[config.mk]
export PLATFORM = sky130hd
export DESIGN_NAME = amrt_ctrl
export DESIGN_NICKNAME = d
export VERILOG_FILES = /design/src/hw/rtl/amrt_pkg.sv /design/src/hw/rtl/amrt_ctrl.sv
export SDC_FILE = /design/constraint.sdc
export NUM_CORES = 1
export LEC_CHECK = 0
export ABC_AREA = 1
export BUFFER_PORTS_ARGS = -buffer_cell sky130_fd_sc_hd__clkbuf_2
export CELL_PAD_IN_SITES_DETAIL_PLACEMENT = 0
export CELL_PAD_IN_SITES_GLOBAL_PLACEMENT = 1
export CORE_MARGIN = 2
export CORE_UTILIZATION = 28
export CTS_BUF_LIST = sky130_fd_sc_hd__clkbuf_4 sky130_fd_sc_hd__clkbuf_8
export DETAILED_ROUTE_END_ITERATION = 7
export PLACE_DENSITY = 0.85
export REMOVE_ABC_BUFFERS = 1
export SLEW_MARGIN = 15
export SYNTH_ARGS = -nofsm -noshare
export SYNTH_HDL_FRONTEND = slang
export SYNTH_SLANG_ARGS = --single-unit
export TNS_END_PERCENT = 100
[constraint.sdc]
create_clock -name clk -period 1.36 [get_ports clk]
set_input_delay 0 -clock clk [delete_from_list [all_inputs] [get_ports clk]]
set_output_delay 0 -clock clk [all_outputs]
set_load 0.02 [all_outputs]
[src/hw/rtl/amrt_pkg.sv]
// Package for the adaptive mutation rate tuner.
// Holds widths, reset values, register indexes, state codes and control structs.
// No dependencies.
package amrt_pkg;

  localparam int POP_W   = 7;
  localparam int LIM_W   = 16;
  localparam int THR_W   = 31;
  localparam int RATE_W  = 16;
  localparam int FRAC_W  = 17;
  localparam int SCORE_W = 32;
  localparam int IDX_W   = 6;
  localparam int CFG_IW  = 3;
  localparam int CFG_DW  = 31;
  localparam int DIV_NW  = 48;
  localparam int DIV_DW  = 32;

  localparam int MAX_POPULATION_DEF = 64;

  localparam logic [FRAC_W-1:0]  ONE_Q16  = 17'h10000;
  localparam logic [SCORE_W-1:0] Q_MIN_RST = 32'h7FFF_FFFF;

  localparam logic [CFG_IW-1:0] REG_POP    = 3'd0;
  localparam logic [CFG_IW-1:0] REG_LIMIT  = 3'd1;
  localparam logic [CFG_IW-1:0] REG_THR    = 3'd2;
  localparam logic [CFG_IW-1:0] REG_WINDOW = 3'd3;
  localparam logic [CFG_IW-1:0] REG_RMAX   = 3'd4;
  localparam logic [CFG_IW-1:0] REG_RMIN   = 3'd5;
  localparam logic [CFG_IW-1:0] REG_SLOPE  = 3'd6;
  localparam logic [CFG_IW-1:0] REG_SMOOTH = 3'd7;

  typedef enum logic [3:0] {
    ST_IDLE, ST_QDIV, ST_QWAIT, ST_FACTOR, ST_FWAIT, ST_CONV, ST_SMUL, ST_SUP,
    ST_SDIV, ST_SWAIT, ST_RD, ST_MUL, ST_EMIT
  } state_t;

  typedef struct packed {
    logic load;
    logic q_start;
    logic factor;
    logic f_latch;
    logic conv;
    logic smul;
    logic sup;
    logic s_start;
    logic s_latch;
    logic rd;
    logic mul;
    logic emit;
  } cmd_t;

  typedef struct packed {
    logic div_busy;
    logic need_fdiv;
    logic n_zero;
    logic last_i;
    logic out_free;
  } status_t;

endpackage

[src/hw/rtl/amrt_ctrl.sv]
// Sequencer for the tuner: steps one generation through division, update and walk.
// Depends on amrt_pkg for state codes and the command and status structs.
module amrt_ctrl import amrt_pkg::*; (
  input  logic    clk,
  input  logic    rst,
  input  logic    in_valid,
  output logic    in_ready,
  input  status_t sts,
  output cmd_t    cmd
);

  state_t state, state_next;

  always_ff @(posedge clk) begin
    if (rst) begin
      state <= ST_IDLE;
    end else begin
      state <= state_next;
    end
  end

  always_comb begin
    state_next = state;
    case (state)
      ST_IDLE:   if (in_valid) state_next = ST_QDIV;
      ST_QDIV:   state_next = ST_QWAIT;
      ST_QWAIT:  if (!sts.div_busy) state_next = ST_FACTOR;
      ST_FACTOR: state_next = sts.need_fdiv ? ST_FWAIT : ST_CONV;
      ST_FWAIT:  if (!sts.div_busy) state_next = ST_CONV;
      ST_CONV:   state_next = ST_SMUL;
      ST_SMUL:   state_next = ST_SUP;
      ST_SUP:    state_next = sts.n_zero ? ST_IDLE : ST_SDIV;
      ST_SDIV:   state_next = ST_SWAIT;
      ST_SWAIT:  if (!sts.div_busy) state_next = ST_RD;
      ST_RD:     state_next = ST_MUL;
      ST_MUL:    if (sts.out_free) state_next = ST_EMIT;
      ST_EMIT:   state_next = sts.last_i ? ST_IDLE : ST_RD;
      default:   state_next = ST_IDLE;
    endcase
  end

  always_comb begin
    cmd      = '0;
    in_ready = 1'b0;
    case (state)
      ST_IDLE: begin
        in_ready = 1'b1;
        cmd.load = in_valid;
      end
      ST_QDIV:   cmd.q_start = 1'b1;
      ST_FACTOR: cmd.factor  = 1'b1;
      ST_FWAIT:  cmd.f_latch = !sts.div_busy;
      ST_CONV:   cmd.conv    = 1'b1;
      ST_SMUL:   cmd.smul    = 1'b1;
      ST_SUP:    cmd.sup     = 1'b1;
      ST_SDIV:   cmd.s_start = 1'b1;
      ST_SWAIT:  cmd.s_latch = !sts.div_busy;
      ST_RD:     cmd.rd      = 1'b1;
      ST_MUL:    cmd.mul     = 1'b1;
      ST_EMIT:   cmd.emit    = 1'b1;
      default:   cmd         = '0;
    endcase
  end

endmodule

Word level (Yosys, flattened, before mapping). Cells that the tools add are included.

Flip-flop bits (word level): 4. Input bits: 8. Output and inout bits: 13. Logic and storage cells: 43.

Eq/ne operators: 17. Muxes and demuxes: 22. Reductions and logical operators: 3.

Operator list (count): $pmux W4 S13 (1); $mux W4 (7); $eq A4 B4 Y1 const B (5); $eq A4 B3 Y1 const B (4); $mux W1 (14); $ne A2 B2 Y1 const B (5); $eq A4 B2 Y1 const B (2); $reduce_and A5 Y1 (1); $eq A4 B1 Y1 const B (1); $logic_not A4 Y1 (1); $logic_not A1 Y1 (1).

Depth between registers and ports, before layout. Gate-level depths: netlist of run 1.

Depth in word-level cells: 3. Depth in mapped cells: 10.

Worst setup path before layout of run 1. OpenSTA, ideal clock, no wires.

Kind: register to register. Start: register state[0]. End: register state[1]. Setup time: 0.113 ns. Arrival: 1.044 ns. Required time: 1.247 ns. Setup slack: 0.203 ns. Cell stages (with the launch flop): 10. Clock period less this slack: 1.157 ns. Path through: dfxtp_1 -> nand2_2 -> nor2_4 -> nand2_2 -> nand2_2 -> inv_2 -> nand2_4 -> nand2_1 -> nand2_1 -> nor2_1.

Word-level cells in the longest chain between the ends: 3. Elaborated cells on any way between the ends: 20.

Ends and longest elaborated chain: start: declaration (RTL line amrt_ctrl.sv:12) `state_t state, state_next;`; start signal: assignment (RTL line amrt_ctrl.sv:18) `state <= state_next;`; $eq A4 B2 Y1 (tied with other cells) (RTL line amrt_ctrl.sv:24) `case (state)`; $ne A2 B2 Y1 (no source line); $reduce_and A5 Y1 (no source line).

Parallel ways exist; a longest one is shown, timed or not. A chain may end at the register's enable or synchronous reset.

==> results of run 1 <==
worst min-delay path by stage:
stage | to | cells after the start | startpoint
after global placement | state[0] | 4 | rst
after detailed placement | cmd[8] | 3 | sts[4]
after floorplan | cmd[3] | 1 | sts[4]
final | state[0] | 4 | rst
after CTS | state[0] | 4 | rst
after global routing | state[0] | 4 | rst
layout by cell type, fill, tap and decap left out:
cell	instances
a21oi_1	2
clkbuf_2	20
clkbuf_4	3
dfxtp_1	3
dfxtp_2	1
inv_1	11
inv_2	4
nand2_1	10
nand2_2	7
nand2_4	1
nand3_1	3
nand3_2	2
nor2_1	19
nor2_2	3
nor2_4	2
nor3_1	2
o21ai_0	2
o31ai_1	1
metal layers:
layer / track usage / vias to the layer above
li1: - / 268
met1: 0.179 / 194
met2: 0.188 / 23
met3: 0.0302 / 2
met4: 0.0750 / 0
met5: 0 / -
final cells by class:
class / instances / area share
Multi-Input combinational cell: 54 / 0.499
Inverter: 15 / 0.101
Tap cell: 15 / 0.0337
Sequential cell: 4 / 0.146
Timing Repair Buffer: 20 / 0.180
Clock buffer: 3 / 0.0404
cells in the mapped netlist:
library cell	n	area (um2)
nor2_1	21	78.8
nand3_2	2	20.0
nand2_2	7	43.8
o31ai_1	1	7.51
nand3_1	3	15.0
o21ai_0	2	10.0
inv_1	11	41.3
nor2_4	2	22.5
nor3_1	2	10.0
inv_2	4	15.0
a21oi_1	2	10.0
nand2_1	10	37.5
dfxtp_1	4	80.1
nand2_4	1	11.3
nor2_2	1	6.26
stage by stage:
stage | utilization | hold slack (ns) | cells
finish | 0.417 | 0.0459 | 111
global route | 0.417 | 0.0596 | 111
CTS | 0.413 | 0.0517 | 111
detailed placement | 0.396 | 0.296 | 108
global placement | 0.396 | 0.301 | 108
floorplan | - | 0.0798 | 73
report_power, final:
group / internal (mW) / total [mW] / switching [mW]
logic: 0.218 / 0.648 / 0.430
clock network: 0.0988 / 0.148 / 0.0492
registers: 0.159 / 0.213 / 0.0541
critical path, cell delays in order (launching register included):
cell and delay, ns:
dfxtp_1 0.35, nor2_1 0.20, inv_1 0.13, nor3_1 0.15
clkbuf_2 0.19
logic make-up after synthesis:
family                 count (synthesis)
DFF                                    4
and+or+nand+nor                       49
AOI/OAI and AO/OA                      5
buffers and inverters                 15
==> results.yml, run 1 <==
floorplanning:
  die-area_mm2: 0.00178
  fp.dieW_um: 42.2
  dieHeight_um: 42.2
  start_util: 0.307
  ioPinCount: 21
  core_area_mm2: 0.00133
  rows: 13
setup_path:
  cp.required_ns: 1.36
  reg2reg_slack_ns: 0.19
  r2r_cells: 9
  crit_end: "cmd[11]"
  cp-startpoint: "state[2]"
  cp-end-kind: "output pin"
  critPathMaxFanout: 6
  cp.arrival_ns: 1.25
  crit_type: "register to output pin"
  reg2reg_from: "state[1]"
  start_kind: "register"
  reg2reg_to: "state[1]"
synth:
  syn_area_um2: 409
  synth_top_family_by_area: "simple AND/OR/NAND/NOR gates"
  synth_fa_ha_area_frac: 0
  synth_seq_cells: 4
  synth_cells: 73
  ys_types: 15
  synth_compound_area_frac: 0.0673
  ys_warn_count: 0
  synth-simple-area-share: 0.599
  synthesis.area_per_instance_um2: 5.60
  synth.area.mux_share: 0
  yosysSeqAreaShare: 0.196
  synthXorXnorAreaFrac: 0
timing:
  fmax_ghz: 0.799
  tightestPinTransition_ns: 0.238
  setup_tns_ns: 0
  rsz0062_at_grt: "yes"
  slew_viol_final: 0
  period_share: 0.921
  min_period_ns: 1.25
  fin_ws_ns: 0.108
  final_hold_viol_count: 0
  finClkSkew_ns: 0.00263
  relSlewSlack: 0.840
  finalSetupViolCount: 0
finish:
  fin_area_um2: 557
  regMostFlops: "state"
  largest_reg_flops: 4
  drive_above_1_share: 0.448
  area_growth_pct: 36.1
  reg_top3: "state x4"
  diodes: 0
  fill_cells: 165
  multi_input_area_um2: 278
  register_area_um2: 81.3
  fin_nets: 106
run_status:
  status: "finished clean"
clock_tree:
  post_cts_buffers: 0
  root_buffer: "clkbuf_4"
  cts_buffers: 3
  cts.clk_slew.worst_paths_ns: 0.04
  cts_hold_buf: 0
  clock-sinks: 4
  htree_levels: 1
  cts_resized: 0
  insertion_delay_ns: 0.23
  tritoncts: "yes"
  cts_buffer_depth: 2
detailed_routing:
  routed.top_layer: "met4"
  wl_met3_um: 105
  met2_length_um: 417
  vias_per_cell: 4.39
  wl_met1_um: 456
  ant_nets: 0
  dr_total_vias: 487
  wl_um: 990
  first_iter_violations: 9
  drt_pass1_iterations: 4
  drc: 0
  avgRoutedWirePerCell_um: 8.92
power:
  leakagePower_nw: 0.326
  power_density_mw_per_mm2: 1810
  ir_worst_vdd_mv: 0.731
  p_total_mw: 1.01
placement:
  post_dp_cell_area_um2: 528
  place.gp.congestion: 0.733
  dp_slack_ns: 0.172
  hpwl_um: 850
  port_buffers: 20
global_routing:
  grt_pass1_vias: 454
  grt_first_pass_wirelength_um: 1840
  grt_overflow: 0
  antenna_found_initial: 0
  grt_usage: 0.132
  grt_start_max_net_pins: 9
worst_hold_path:
  hold_class: "primary input to register"
job:
  maxCapViolations: 0
Note: power is estimated with default switching activity, not from simulation.
==> inputs of run 2 (changes only) <==
--- a/config.mk
+++ b/config.mk
@@ -11,7 +11,6 @@
 export CELL_PAD_IN_SITES_GLOBAL_PLACEMENT = 1
-export CORE_MARGIN = 2
-export CORE_UTILIZATION = 28
+export CORE_UTILIZATION = 25
 export CTS_BUF_LIST = sky130_fd_sc_hd__clkbuf_4 sky130_fd_sc_hd__clkbuf_8
 export DETAILED_ROUTE_END_ITERATION = 7
-export PLACE_DENSITY = 0.85
+export PLACE_DENSITY = 0.78
 export REMOVE_ABC_BUFFERS = 1
--- a/constraint.sdc
+++ b/constraint.sdc
@@ -3,2 +3,2 @@
 set_output_delay 0 -clock clk [all_outputs]
-set_load 0.02 [all_outputs]
+set_load 0.005 [all_outputs]
==> results.yml, run 2 (synthesized netlist as in run 1, its figures left out) <==
power:
  power_frac_comb: 0.619
  power_density_mw_per_mm2: 1660
  switching_share: 0.492
  p_total_uw: 916
  p_clk_frac: 0.161
  leakagePower_nw: 0.326
  seq_power_share: 0.220
  internal_power_uw: 465
  switching_power_uw: 451
  ir_worst_vdd_mv: 0.705
setup_path:
  cpMaxStageDelayCell: "dfxtp_1"
  cp.required_ns: 1.36
  critPathMaxStageDelay_ns: 0.34
  start_kind: "register"
  cp_cell_sequence: "nor2_1, inv_2, nor3_1, clkbuf_2"
  reg2reg_slack_ns: 0.15
  critPathMaxFanout: 5
  cp-end-kind: "output pin"
  cp.arrival_ns: 1.27
  crit_type: "register to output pin"
finish:
  largest_reg_flops: 4
  fill_cells: 192
  area_growth_pct: 34.9
  drive_above_1_share: 0.417
  reg_top3: "state x4"
  fin_nets: 106
  layout_commonest_cell: "nor2_1"
  fin_util: 0.362
  diodes: 0
  final_cell_mix: "nor2_1, clkbuf_2, inv_1"
  regMostFlops: "state"
timing:
  slew_viol_final: 0
  period_share: 0.936
  final_hold_viol_count: 0
  relSlewSlack: 0.817
  tightestPinTransition_ns: 0.274
  finClkSkew_ns: 0.00241
  setup_tns_ns: 0
  whs_ns: 0.0528
  fin_ws_ns: 0.0874
  rsz0062_at_grt: "no"
  finalSetupViolCount: 0
  fmax_ghz: 0.786
  min_period_ns: 1.27
global_routing:
  grt_pass1_vias: 425
  antenna_found_initial: 0
  grt_usage: 0.121
  grt_start_max_net_pins: 9
  grt_first_pass_wirelength_um: 1640
  grt_overflow: 0
clock_tree:
  root_buffer: "clkbuf_4"
  cts_resized: 0
  cts.clk_slew.worst_paths_ns: 0.04
  cts_buffers: 3
  cts_hold_buf: 0
  insertion_delay_ns: 0.23
  clock-sinks: 4
  post_cts_buffers: 0
  htree_levels: 1
  cts_buffer_depth: 2
  tritoncts: "yes"
floorplanning:
  die-area_mm2: 0.00180
  ioPinCount: 21
  dieHeight_um: 42.5
  fp.dieW_um: 42.5
  core_area_mm2: 0.00152
  start_util: 0.268
  rows: 14
detailed_routing:
  vias_per_cell: 4.31
  first_iter_violations: 3
  wl_um: 993
  drt_pass1_iterations: 4
  drc: 0
  avgRoutedWirePerCell_um: 8.87
  ant_nets: 0
  dr_total_vias: 483
run_status:
  status: "finished clean"
job:
  maxCapViolations: 0
placement:
  hpwl_um: 849
  port_buffers: 20
  dp_slack_ns: 0.133
  place.gp.congestion: 0.776
worst_hold_path:
  hold_class: "primary input to register"
-- run 2: final timing paths --
check / from / to / cells after the start
worst max-delay path: state[0] / cmd[11] / 4
worst min-delay path: rst / state[2] / 4
worst max register to register: state[1] / state[0] / 9
worst min register to register: state[2] / state[2] / 2
-- run 2: worst max-delay path: cells and delay by family (launching register included) --
kind / cells / cell delay, ns
DFF: 1 / 0.34
buffers and inverters: 2 / 0.26
and+or+nand+nor: 2 / 0.45
-- run 2: layer usage --
| metal | global-route usage | vias to the layer above | part of all wire |
|---|---|---|---|
| met2 | 0.194 | 12 | 0.47 |
| met1 | 0.145 | 202 | 0.48 |
| li1 | - | 267 | - |
| met3 | 0.0129 | 2 | 0.040 |
| met5 | 0 | - | 0 |
| met4 | 0.0938 | 0 | 0.0050 |
-- run 2: power groups by stage --
| stage | Sequential (mW) | Combinational (mW) | Clock [mW] |
|---|---|---|---|
| finish | 0.201 | 0.567 | 0.148 |
| global route | 0.207 | 0.646 | 0.161 |
| CTS | 0.201 | 0.579 | 0.155 |
| detailed placement | 0.204 | 0.577 | 0 |
| global placement | 0.202 | 0.574 | 0 |
| floorplan | 0.195 | 0.427 | 0 |
-- run 2: through the flow --
step	cells	area, um2
floorplan	73	409
global placement	109	529
detailed placement	109	529
CTS	112	552
global route	112	552
finish	112	552
-- run 2: final cells by class --
type,instances,area [um2],area share
multi-input combinational,54,273,0.494
sequential,4,80.1,0.145
timing repair buffer,20,100,0.181
inverter,15,56.3,0.102
tap,16,20.0,0.0363
clock buffer,3,22.5,0.0408
==> inputs of run 3 (changes only) <==
Settings changed: ABC_AREA 1 to not set, CORE_MARGIN set to 10, PLACE_DENSITY 0.78 to 0.74.
==> results.yml, run 3 <==
power:
  internal_power_uw: 990
  seq_power_share: 0.154
  power_density_mw_per_mm2: 2100
  leakagePower_nw: 0.358
  ir_worst_vdd_mv: 0.828
  power_frac_comb: 0.754
  switching_share: 0.423
  switching_power_uw: 727
  p_clk_frac: 0.092
timing:
  final_hold_viol_count: 0
  rsz0062_at_grt: "yes"
  tightestPinTransition_ns: 0.328
  fmax_ghz: 0.663
  finClkSkew_ns: 0.00245
  relSlewSlack: 0.779
  period_share: 1.11
  slew_viol_final: 0
  fin_ws_ns: -0.148
  finalSetupViolCount: 5
  whs_ns: 0.125
  setup_tns_ns: -0.451
  min_period_ns: 1.51
setup_path:
  cp.arrival_ns: 1.66
  r2r_cells: 6
  cp.required_ns: 1.52
  start_kind: "register"
  cp_cell_sequence: "buf_6, nor4b_4, o31a_1, buf_6, o21ba_4, a211oi_2"
  critPathMaxStageDelay_ns: 0.33
  crit_type: "register to register"
  cpMaxStageDelayCell: "dfxtp_2"
  reg2reg_to: "state[0]"
  path_common_cell: "buf_6"
  reg2reg_slack_ns: -0.15
  cp-end-kind: "register"
  reg2reg_from: "state[1]"
  critPathMaxFanout: 4
floorplanning:
  dieHeight_um: 60.1
  ioPinCount: 21
  start_util: 0.264
  rows: 14
  core_area_mm2: 0.00152
  die-area_mm2: 0.00362
  fp.dieW_um: 60.1
synth:
  synthXorXnorAreaFrac: 0
  synth_cells: 54
  synthesis.area_per_instance_um2: 7.46
  synth_top_area_frac: 0.199
  synth.largest_area_cell: "dfxtp_1"
  synth-simple-area-share: 0.460
  yosysSeqAreaShare: 0.199
  async_flop_share: 0
  synth_fa_ha_area_frac: 0
  synth_area_leaders: "dfxtp_1, nor3_1, nor2_1, nor4b_1, nand2b_1"
  synth_seq_cells: 4
  synth_compound_area_frac: 0.252
  ys.flop_type: "dfxtp_1"
  synth.area.mux_share: 0
  synth_top_family_by_area: "simple AND/OR/NAND/NOR gates"
  syn_area_um2: 403
  ys_types: 26
  synth-edff-count: 0
  synth_most_common_cell: "nor2_1"
  synth_common_cells: "nor2_1, nor3_1, dfxtp_1, nand2b_1"
  ys_warn_count: 0
global_routing:
  grt_first_pass_wirelength_um: 2380
  grt_overflow: 0
  grt_start_max_net_pins: 12
  grt_pass1_vias: 543
  grt_usage: 0.0842
  antenna_found_initial: 0
clock_tree:
  cts.clk_slew.worst_paths_ns: 0.04
  root_buffer: "clkbuf_4"
  cts_buffer_depth: 2
  tritoncts: "yes"
  cts_buffers: 3
  insertion_delay_ns: 0.24
  clock-sinks: 4
  htree_levels: 1
finish:
  drive_above_1_share: 0.714
  diodes: 0
  area_growth_pct: 103
  final_cell_mix: "clkbuf_2, buf_4, buf_2"
  final_cells: 107
  reg_top3: "state x4"
  fin_util: 0.536
  fin_nets: 101
  layout_commonest_cell: "clkbuf_2"
  regMostFlops: "state"
  largest_reg_flops: 4
worst_hold_path:
  hold_class: "primary input to register"
  min-delay-start: "sts[3]"
  whs_endpoint: "state[0]"
  min_path_cells: 4
detailed_routing:
  wl_um: 1580
  first_iter_violations: 2
  drt_pass1_iterations: 4
  ant_nets: 0
  vias_per_cell: 5.15
  avgRoutedWirePerCell_um: 14.8
  drc: 0
  dr_total_vias: 551
placement:
  place.gp.congestion: 0.785
  dp_slack_ns: -0.147
  port_buffers: 20
  hpwl_um: 1090
  dpl.cell_count: 100
run_status:
  violations: "negative setup slack"
  status: "finished, violations left"
job:
  maxCapViolations: 0
run 3: worst max-delay path, delay by kind of cell, from the launching register on:
| family | cells | cell delay, ns |
|---|---|---|
| AO/OA/AOI/OAI | 3 | 0.70 |
| buffers and inverters | 2 | 0.27 |
| flip-flops | 1 | 0.33 |
| AND/OR/NAND/NOR | 1 | 0.12 |
run 3: cell type report:
cell class	instances	area, um2
flip-flops and latches	4	87.6
fillers	145	707
well taps	16	20.0
clock buffers	3	22.5
repair buffers	38	260
multi-input cells	44	419
inverters	2	7.51
run 3: layer usage:
| layer | wire, um | track usage | share of wire | vias up |
|---|---|---|---|---|
| met5 | 0 | 0 | 0 | - |
| li1 | - | - | - | 277 |
| met3 | 125 | 0.0318 | 0.079 | 4 |
| met1 | 634 | 0.0872 | 0.40 | 255 |
| met2 | 787 | 0.141 | 0.50 | 15 |
| met4 | 36 | 0.0481 | 0.023 | 0 |
run 3: power groups by stage:
stage | Sequential (mW) | Combinational (mW) | Clock [mW]
finish | 0.265 | 1.29 | 0.158
global route | 0.275 | 1.40 | 0.165
CTS | 0.246 | 1.04 | 0.153
detailed placement | 0.220 | 0.904 | 0
global placement | 0.218 | 0.901 | 0
floorplan | 0.297 | 0.391 | 0
run 3: worst max-delay path by stage:
stage             start       end  slack [ns]  depth (start not counted)
2_1_floorplan  state[3]  state[1]       -0.19                          4
6_report       state[1]  state[0]       -0.15                          6
4_1_cts        state[3]  state[1]       -0.10                          4
5_1_grt        state[1]  state[3]       -0.20                          6
3_5_place_dp   state[3]  state[1]       -0.15                          5
3_3_place_gp   state[0]  state[1]       -0.11                          4
run 3: logic make-up (layout without fill, tap and decap cells):
kind of cell | count (synthesis) | count (layout)
AO/OA/AOI/OAI | 12 | 12
AND/OR/NAND/NOR | 32 | 32
flip-flops | 4 | 4
buffers and inverters | 6 | 43
run 3: through the flow:
| stage | area, um2 | total power, mW |
|---|---|---|
| global placement | 599 | 1.12 |
| finish | 817 | 1.72 |
| CTS | 698 | 1.44 |
| detailed placement | 599 | 1.12 |
| floorplan | 374 | 0.688 |
| global route | 817 | 1.84 |
run 3: timing repair:
action | in CTS | in global routing
endpoints found under the hold margin | 3 | 0
pin swaps | 9 | 5
gates resized for setup | 15 | 27
hold buffers | 1 | 0
setup endpoints to repair | 8 | 13
buffers inserted | 1 | 2
